[src/rtl/core/bsa_pkg.sv]
`timescale 1ns / 1ps
// ----------------------------------------------------------------------------
// bsa_pkg
// Types and codes shared by the bitmap slot allocator.
// ----------------------------------------------------------------------------
package bsa_pkg;

    localparam int CNT_W = 11;
    localparam int IDX_W = 10;
    localparam int OP_W  = 2;
    localparam int ST_W  = 2;

    localparam logic [CNT_W-1:0] SLOT_COUNT_RST = CNT_W'(1024);

    localparam logic [OP_W-1:0] OP_ALLOC   = 2'd0;
    localparam logic [OP_W-1:0] OP_RELEASE = 2'd1;
    localparam logic [OP_W-1:0] OP_INIT    = 2'd2;

    localparam logic [ST_W-1:0] ST_OK       = 2'd0;
    localparam logic [ST_W-1:0] ST_NO_FREE  = 2'd1;
    localparam logic [ST_W-1:0] ST_RANGE    = 2'd2;

    typedef struct packed {
        logic [OP_W-1:0]  op;
        logic [IDX_W-1:0] slot_index;
    } t_in_beat;

    typedef struct packed {
        logic [IDX_W-1:0] granted_index;
        logic [ST_W-1:0]  status;
        logic             all_used;
        logic             all_free;
    } t_out_beat;

    typedef enum logic [2:0] {
        S_IDLE,
        S_PICK,
        S_FIND,
        S_INIT,
        S_DONE
    } t_state;

endpackage

[src/rtl/core/bitmap_slot_allocator.sv]
`timescale 1ns / 1ps
// ----------------------------------------------------------------------------
// bitmap_slot_allocator
// Find-first-free slot allocator over a word-organised free map.
// ----------------------------------------------------------------------------
// One beat at a time. An allocate beat runs through the word pick from the
// non-empty summary with the map read, the find and clear of its first free
// bit, and the report into the result register; release reads the word of its
// index, sets its bit and reports, or reports straight after the range check
// when the index is out of range; init writes one map word per cycle, then
// reports; an unused op code goes straight to the report. The input is ready
// again at the edge that registers the result. The steps are set by the map
// memory's one read port and one write port and by the one leading-one finder,
// which is shared between the word pick and the bit pick. The result register
// lets the next beat be accepted while a result still waits. After reset the
// map reads as all free through per-word valid bits; no clearing pass is needed.
// ----------------------------------------------------------------------------
module bitmap_slot_allocator #(
    parameter int MAP_WORDS = 16,
    parameter int WORD_BITS = 64
) (
    input  logic                           i_clk,
    input  logic                           i_rst_n,
    input  logic                           i_in_valid,
    output logic                           o_in_stall,
    input  bsa_pkg::t_in_beat              i_in_data,
    output logic                           o_out_valid,
    input  logic                           i_out_stall,
    output bsa_pkg::t_out_beat             o_out_data,
    input  logic                           i_cfg_we,
    input  logic [bsa_pkg::CNT_W-1:0]      i_cfg_data
);

    import bsa_pkg::*;

    localparam int BIT_W   = $clog2(WORD_BITS);
    localparam int WA      = (MAP_WORDS > 1) ? $clog2(MAP_WORDS) : 1;
    localparam int CAP     = MAP_WORDS * WORD_BITS;
    localparam int CAP_W   = $clog2(CAP + 1);
    localparam int CMP_W   = (CAP_W > CNT_W) ? CAP_W : CNT_W;
    localparam int WCMP_W  = (WA + 1 > CNT_W - BIT_W + 1) ? WA + 1 : CNT_W - BIT_W + 1;
    localparam int RST_ACT = (CAP < 1024) ? CAP : 1024;

    localparam logic [WORD_BITS-1:0] ONES    = {WORD_BITS{1'b1}};
    localparam logic [WORD_BITS-1:0] MSB_ONE = {1'b1, {(WORD_BITS-1){1'b0}}};

    function automatic logic [WORD_BITS-1:0] exp_word(input logic [WA-1:0]    w,
                                                      input logic [CNT_W-1:0] act);
        logic [WCMP_W-1:0] wc;
        logic [WCMP_W-1:0] fc;
        logic [BIT_W-1:0]  rem;
        wc  = WCMP_W'(w);
        fc  = WCMP_W'(act >> BIT_W);
        rem = act[BIT_W-1:0];
        if (wc < fc) begin
            return ONES;
        end else if (wc == fc && rem != '0) begin
            return ~(ONES >> rem);
        end
        return '0;
    endfunction

    function automatic logic [BIT_W-1:0] lead_zeros(input logic [WORD_BITS-1:0] v);
        logic [BIT_W-1:0]     n;
        logic [WORD_BITS-1:0] t;
        int                   step;
        n = '0;
        t = v;
        for (int k = BIT_W - 1; k >= 0; k--) begin
            step = 1 << k;
            if ((t & ~(ONES >> step)) == '0) begin
                n[k] = 1'b1;
                t    = t << step;
            end
        end
        return n;
    endfunction

    t_state                 r_state, n_state;
    logic [CNT_W-1:0]       r_slot_count;
    logic [CNT_W-1:0]       r_active;
    logic [OP_W-1:0]        r_op;
    logic [IDX_W-1:0]       r_idx;
    logic [WA-1:0]          r_word;
    logic [IDX_W-1:0]       r_granted;
    logic [ST_W-1:0]        r_status;
    logic [MAP_WORDS-1:0]   r_valid;
    logic [MAP_WORDS-1:0]   r_nonempty;
    logic [MAP_WORDS-1:0]   r_fullok;
    logic [WORD_BITS-1:0]   r_mem [MAP_WORDS];
    logic [WORD_BITS-1:0]   r_rd_data;
    logic                   r_rd_valid;
    logic                   r_out_valid;
    t_out_beat              r_out;

    logic                   in_accept;
    logic                   load;
    logic [WORD_BITS-1:0]   rd_word;
    logic [WORD_BITS-1:0]   summary;
    logic [MAP_WORDS-1:0]   used_vec;
    logic [WORD_BITS-1:0]   fin_in;
    logic [BIT_W-1:0]       lz;
    logic                   fz;
    logic                   out_range;
    logic [CMP_W-1:0]       cfg_ext;
    logic [CNT_W-1:0]       n_active;
    logic                   flag_used;
    logic                   flag_free;
    logic [WA-1:0]          rd_addr;
    logic                   wr_en;
    logic [WA-1:0]          wr_addr;
    logic [WORD_BITS-1:0]   wr_data;

    assign in_accept = i_in_valid && !o_in_stall;
    assign load      = !r_out_valid || !i_out_stall;
    assign rd_word   = r_rd_valid ? r_rd_data : ONES;
    assign out_range = {1'b0, r_idx} >= r_active;
    assign cfg_ext   = CMP_W'(r_slot_count);
    assign n_active  = (cfg_ext > CMP_W'(CAP)) ? CNT_W'(CAP) : r_slot_count;

    always_comb begin
        logic [WCMP_W-1:0] fc;
        logic [WCMP_W-1:0] wc;
        fc       = WCMP_W'(r_active >> BIT_W);
        summary  = '0;
        used_vec = '0;
        for (int w = 0; w < MAP_WORDS; w++) begin
            wc          = WCMP_W'(w);
            used_vec[w] = (wc < fc) || (wc == fc && r_active[BIT_W-1:0] != '0);
            summary[WORD_BITS-1-w] = r_nonempty[w] & used_vec[w];
        end
    end

    assign flag_used = ~|(r_nonempty & used_vec);
    assign flag_free = &(r_fullok | ~used_vec);

    // shared leading-one finder: word pick in S_PICK, bit pick otherwise
    assign fin_in = (r_state == S_PICK) ? summary : rd_word;
    assign lz     = lead_zeros(fin_in);
    assign fz     = (fin_in == '0);

    always_comb begin
        n_state = r_state;
        case (r_state)
            S_IDLE: begin
                if (i_in_valid) begin
                    case (i_in_data.op)
                        OP_ALLOC, OP_RELEASE: n_state = S_PICK;
                        OP_INIT:              n_state = S_INIT;
                        default:              n_state = S_DONE;
                    endcase
                end
            end
            S_PICK: begin
                if (r_op == OP_ALLOC) begin
                    n_state = fz ? S_DONE : S_FIND;
                end else begin
                    n_state = out_range ? S_DONE : S_FIND;
                end
            end
            S_FIND: n_state = S_DONE;
            S_INIT: begin
                if (r_word == WA'(MAP_WORDS - 1)) begin
                    n_state = S_DONE;
                end
            end
            S_DONE: begin
                if (load) begin
                    n_state = S_IDLE;
                end
            end
            default: n_state = S_IDLE;
        endcase
    end

    always_comb begin
        o_in_stall = (r_state != S_IDLE);
        rd_addr    = r_word;
        wr_en      = 1'b0;
        wr_addr    = r_word;
        wr_data    = rd_word;
        case (r_state)
            S_PICK: begin
                if (r_op == OP_ALLOC) begin
                    rd_addr = WA'(lz);
                end else begin
                    rd_addr = WA'(r_idx >> BIT_W);
                end
            end
            S_FIND: begin
                wr_en = 1'b1;
                if (r_op == OP_ALLOC) begin
                    wr_data = rd_word & ~(MSB_ONE >> lz);
                end else begin
                    wr_data = rd_word | (MSB_ONE >> r_idx[BIT_W-1:0]);
                end
            end
            S_INIT: begin
                wr_en   = 1'b1;
                wr_data = exp_word(r_word, r_active);
            end
            default: begin
                wr_en = 1'b0;
            end
        endcase
    end

    always_ff @(posedge i_clk) begin
        if (wr_en) begin
            r_mem[wr_addr] <= wr_data;
        end
        r_rd_data  <= r_mem[rd_addr];
        r_rd_valid <= r_valid[rd_addr];
    end

    always_ff @(posedge i_clk) begin
        if (!i_rst_n) begin
            r_valid    <= '0;
            r_nonempty <= '1;
            r_fullok   <= '1;
        end else if (wr_en) begin
            r_valid[wr_addr]    <= 1'b1;
            r_nonempty[wr_addr] <= |wr_data;
            r_fullok[wr_addr]   <= (wr_data == exp_word(wr_addr, r_active));
        end
    end

    always_ff @(posedge i_clk) begin
        if (!i_rst_n) begin
            r_state      <= S_IDLE;
            r_slot_count <= SLOT_COUNT_RST;
            r_active     <= CNT_W'(RST_ACT);
            r_out_valid  <= 1'b0;
        end else begin
            r_state <= n_state;
            if (i_cfg_we) begin
                r_slot_count <= i_cfg_data;
            end
            if (in_accept && i_in_data.op == OP_INIT) begin
                r_active <= n_active;
            end
            if (r_state == S_DONE && load) begin
                r_out_valid <= 1'b1;
            end else if (!i_out_stall) begin
                r_out_valid <= 1'b0;
            end
        end
    end

    always_ff @(posedge i_clk) begin
        if (in_accept) begin
            r_op      <= i_in_data.op;
            r_idx     <= i_in_data.slot_index;
            r_word    <= '0;
            r_granted <= '0;
            r_status  <= ST_OK;
        end
        case (r_state)
            S_PICK: begin
                r_word <= rd_addr;
                if (r_op == OP_ALLOC && fz) begin
                    r_status <= ST_NO_FREE;
                end else if (r_op != OP_ALLOC && out_range) begin
                    r_status <= ST_RANGE;
                end
            end
            S_FIND: begin
                if (r_op == OP_ALLOC) begin
                    r_granted <= IDX_W'({r_word, lz});
                end
            end
            S_INIT: begin
                if (r_word != WA'(MAP_WORDS - 1)) begin
                    r_word <= r_word + 1'b1;
                end
            end
            S_DONE: begin
                if (load) begin
                    r_out.granted_index <= r_granted;
                    r_out.status        <= r_status;
                    r_out.all_used      <= flag_used;
                    r_out.all_free      <= flag_free;
                end
            end
            default: begin
            end
        endcase
    end

    assign o_out_valid = r_out_valid;
    assign o_out_data  = r_out;

`ifndef NO_ASSERTIONS
    a_word_has_free: assert property (@(posedge i_clk) disable iff (!i_rst_n)
        (r_state == S_FIND && r_op == OP_ALLOC) |-> !fz)
        else $error("picked word has no free bit");

    a_both_flags_zero_count: assert property (@(posedge i_clk) disable iff (!i_rst_n)
        (r_state == S_DONE && load && flag_used && flag_free) |-> (r_active == '0))
        else $error("all_used and all_free together with non-zero count");

    a_accept_leaves_idle: assert property (@(posedge i_clk) disable iff (!i_rst_n)
        in_accept |=> (r_state != S_IDLE))
        else $error("accepted beat not taken up");

    a_result_from_done: assert property (@(posedge i_clk) disable iff (!i_rst_n)
        $rose(r_out_valid) |-> ($past(r_state) == S_DONE))
        else $error("result raised outside report state");
`endif

endmodule

[config.mk]
export PLATFORM = sky130hd
export DESIGN_NAME = bitmap_slot_allocator
export DESIGN_NICKNAME = d
export VERILOG_FILES = /design/src/rtl/core/bsa_pkg.sv /design/src/rtl/core/bitmap_slot_allocator.sv
export SDC_FILE = /design/constraint.sdc
export NUM_CORES = 2
export LEC_CHECK = 0
export ABC_AREA = 1
export BUFFER_PORTS_ARGS = -buffer_cell sky130_fd_sc_hd__buf_4
export CAP_MARGIN = 10
export CELL_PAD_IN_SITES_DETAIL_PLACEMENT = 0
export CELL_PAD_IN_SITES_GLOBAL_PLACEMENT = 1
export CORE_AREA = 2 2 330 332
export CTS_CLUSTER_DIAMETER = 150
export DETAILED_ROUTE_END_ITERATION = 8
export DIE_AREA = 0 0 332 334
export PLACE_DENSITY_LB_ADDON = 0.1
export SLEW_MARGIN = 20
export SYNTH_ARGS = -nofsm -noshare
export SYNTH_HDL_FRONTEND = slang
export SYNTH_SLANG_ARGS = --single-unit
[constraint.sdc]
create_clock -name i_clk -period 6.7 [get_ports i_clk]
set_input_delay 0.335 -clock i_clk [delete_from_list [all_inputs] [get_ports i_clk]]
set_output_delay 0.335 -clock i_clk [all_outputs]
set_load 0.03 [all_outputs]
==> results by group <==
Synth
  • Ys flop type: edfxtp_1
  • Post-Synthesis Cells: 5,335
  • Sequential area share after synthesis: 63.7%
  • Post-synthesis async set-or-reset flop share: 0%
  • Cell Area, Synth: 54,400 um^2
  • Syn nets: 5,381
  • Synth area leaders: edfxtp_1 (58%), nand2_1 (5.9%), dfxtp_1 (5.7%)
  • Top cells by count, synth: edfxtp_1 (1,050), nand2_1 (852), inv_1 (749)
  • Post-synth EDFFs: 1,050
  • Count leader, synth: edfxtp_1
  • Area leader, netlist: edfxtp_1
  • Avg Inst Size Synth: 10.2 um^2
  • Warnings from Yosys: 0
  • Post-synth top area share: 58.0%
  • Library cells used by synthesis: 58
  • FF+latch count, synth: 1,205

Setup path
  • Delay of the slowest critical-path stage: 0.48 ns
  • CP max stage cell: dfxtp_1
  • Worst-path fanout max: 194
  • R2R cell count: 36
  • CP Capture Type: flip-flop
  • Critical path class: flip-flop to flip-flop
  • Crit start category: flip-flop
  • Critical Path AT: 6.93 ns
  • Worst R2R Setup Slack: 0.37 ns
  • R2r startpoint: r_active[3]
  • RR Endpoint: r_rd_data[32]
  • CP most frequent cell: nand2_1
  • Worst EP required: 7.30 ns

GRT
  • Initial antenna violation count: 3
  • First-pass GRT wire length: 250 mm
  • Gr usage total: 30.6%
  • Grt ovf: 0
  • Largest net degree at the start of global routing: 195
  • Vias in the first global route: 36,976

Pwr
  • VDD IR-drop max: 285 uV
  • P per Cell Area: 353 nW/um^2
  • Pleak: 23.5 nW

Floorplanning
  • Rows: 121
  • Die Height: 334 um
  • Core ar.: 108,000 um^2
  • Initial Util: 50.4%
  • IO Count: 44
  • Die Wd: 332 um
  • DIE AREA: 111,000 um^2

Finish
  • Syn-to-layout area delta: 13.0%
  • Reg area: 34,600 um^2
  • Design area: 61,400 um^2
  • Filler Cell Count: 9,236
  • Final Net Count: 5,468
  • Fraction of layout instances using a drive strength above 1: 9.71%
  • Multi-input combinational cell area: 15,700 um^2

Clock network
  • Htree depth: 3
  • Worst-path clk slew: 0.06 ns
  • Root Driver: clkbuf_16
  • Clock Path Buffers: 3
  • Num CTS Buffers: 121
  • CTS tree: done
  • Worst skew pair latency: 0.74 ns
  • Sinks on Clock Net: 1,205

Run status
  • Outcome: complete, no violations

Routing
  • Pre-antenna DRT Iters: 6
  • Number of DRC markers in iteration 0: 4,007
  • DR WL/cell: 24.7 um
  • Final antenna-violating net count: 0
  • Vias: 39,972
  • Final WL: 172 mm
  • DRC Markers: 0
  • Vias per cell: 5.75

STA
  • Final count of negative-setup-slack endpoints: 0
  • Max Fclk: 158 MHz
  • Tmin final: 6.33 ns
  • Clock Skews: 0.0765 ns
  • Measured slew at the worst slew-check pin: 1.09 ns
  • Final worst-path cycle share: 94.5%
  • Final-report hold violation count: 0
  • Slew Limit Fails: 0
  • WHS: 0.0747 ns
  • Max_slew headroom: 27.2%

Job
  • Max Cap Viol: 0

Hold path
  • Hold Startpoint: i_in_valid
  • Sink of the worst hold path: r_state[1]
  • Worst Hold Path Cells: 5
  • HP Class: primary input to flip-flop

Placement
  • Dpl hpwl: 106 mm
  • Routability cong.: 1.06
  • Placed Area: 57,000 um^2
  • PortBufs: 43
==> worst max path at each step <==
stage               slack [ns]       endpoint        start  depth (start not counted)
detailed placement        0.08    r_fullok[3]  r_active[3]                         36
global route           -0.0002   r_fullok[15]  r_active[3]                         38
global placement          0.16   r_fullok[10]  r_active[3]                         36
finish                    0.37  r_rd_data[32]  r_active[3]                         36
floorplan                 1.86   r_fullok[15]   r_state[1]                          9
CTS                       0.02    r_fullok[1]   r_state[1]                         35
==> layout by cell type (no fill, tap or decap), types with 5 or more instances in the layout <==
master         count
a211oi_1           9
a21oi_1          467
a22oi_1           30
a31oi_1            8
buf_12            23
buf_4            213
bufinv_16          6
clkbuf_1          37
clkbuf_16        126
clkbuf_8          10
clkinv_1          32
clkinv_2          23
dfxtp_1          155
dlygate4sd3_1     37
edfxtp_1        1050
ha_1              18
inv_1            746
inv_2             14
nand2_1          850
nand2_2           16
nand3_1          537
nand3_2            7
nand3_4            5
nand3b_1          11
nand4_1           75
nor2_1           225
nor2_2             9
nor2_4            34
nor2_8             5
nor3_1            19
nor4_1             7
o2111ai_1          6
o211ai_1         262
o21ai_0          335
o21ai_1           30
or2_2             13
xor2_1            20
==> repair_timing <==
item | 4_1_cts | 5_1_grt
endpoints found under the setup margin | 0 | 97
hold buffers | 37 | 0
endpoints found under the hold margin | 26 | 0
resized for setup | 0 | 13
buffers inserted | 0 | 5
==> worst max-delay path: cells and delay by family (launching register included) <==
kind | cells | cell delay [ns]
AND/OR/NAND/NOR | 28 | 3.45
flip-flops | 1 | 0.48
AO/OA/AOI/OAI | 4 | 1.12
buffers and inverters | 4 | 0.86
==> report_power, final <==
group          switching [mW]  leakage [nW]  internal (mW)  total (mW)
clock                    2.81          1.93           3.79        6.61
combinational            4.13          11.0           1.54        5.67
sequential              0.213          10.5           9.18        9.39
total                    7.15          23.5           14.5        21.7
==> metrics by stage <==
stage	setup slack [ns]	cells	total power, mW	util, %	TNS [ns]
floorplan	1.86	5335	12.8	-	0
global placement	0.157	6671	15.1	52.9	0
detailed placement	0.0776	6671	15.1	52.9	0
CTS	0.0164	6940	21.7	56.9	0
global route	-0.000231	6945	22.6	57.0	-0.000231
finish	0.371	6946	21.7	57.0	0
==> metal layers <==
| metal | global-route usage (%) | share of wire, % | wire length, um | up-vias |
|---|---|---|---|---|
| met1 | 42.5 | 43 | 74100 | 19518 |
| met5 | 0 | 0.019 | 33 | - |
| li1 | - | - | - | 18705 |
| met2 | 49.0 | 46 | 79800 | 1446 |
| met4 | 11.8 | 3.8 | 6460 | 6 |
| met3 | 4.15 | 6.7 | 11500 | 297 |
==> flip-flops by register name (all words and copies together), names as in the netlist <==
register / flops
o_out_data: 14
cfg_ext: 11
r_status: 2
r_state: 3
r_mem: 1024
r_idx: 10
r_active: 11
r_fullok: 16
r_word: 4
o_out_valid: 1
r_rd_valid: 1
r_nonempty: 16
r_rd_data: 64
r_granted: 10
r_valid: 16
r_op: 2
==> area by class of cell <==
class / count / area share [%]
Sequential cell: 1205 / 56.4
Multi-Input combinational cell: 3044 / 25.5
Clock buffer: 173 / 5.58
Inverter: 775 / 4.76
Timing Repair Buffer: 275 / 4.04
Tap cell: 1414 / 2.88
Clock inverter: 59 / 0.845
Antenna cell: 1 / 0.00407
==> logic make-up after synthesis <==
group | after synthesis | share of synthesized area [%]
AO/OA/AOI/OAI | 1181 | 12.5
buffers and inverters | 1086 | 7.89
AND/OR/NAND/NOR | 1825 | 15.2
flip-flops | 1205 | 63.7
XOR/XNOR | 20 | 0.322
adder cells (fa/ha/maj) | 18 | 0.414
Note: power is estimated with default switching activity, not from simulation.
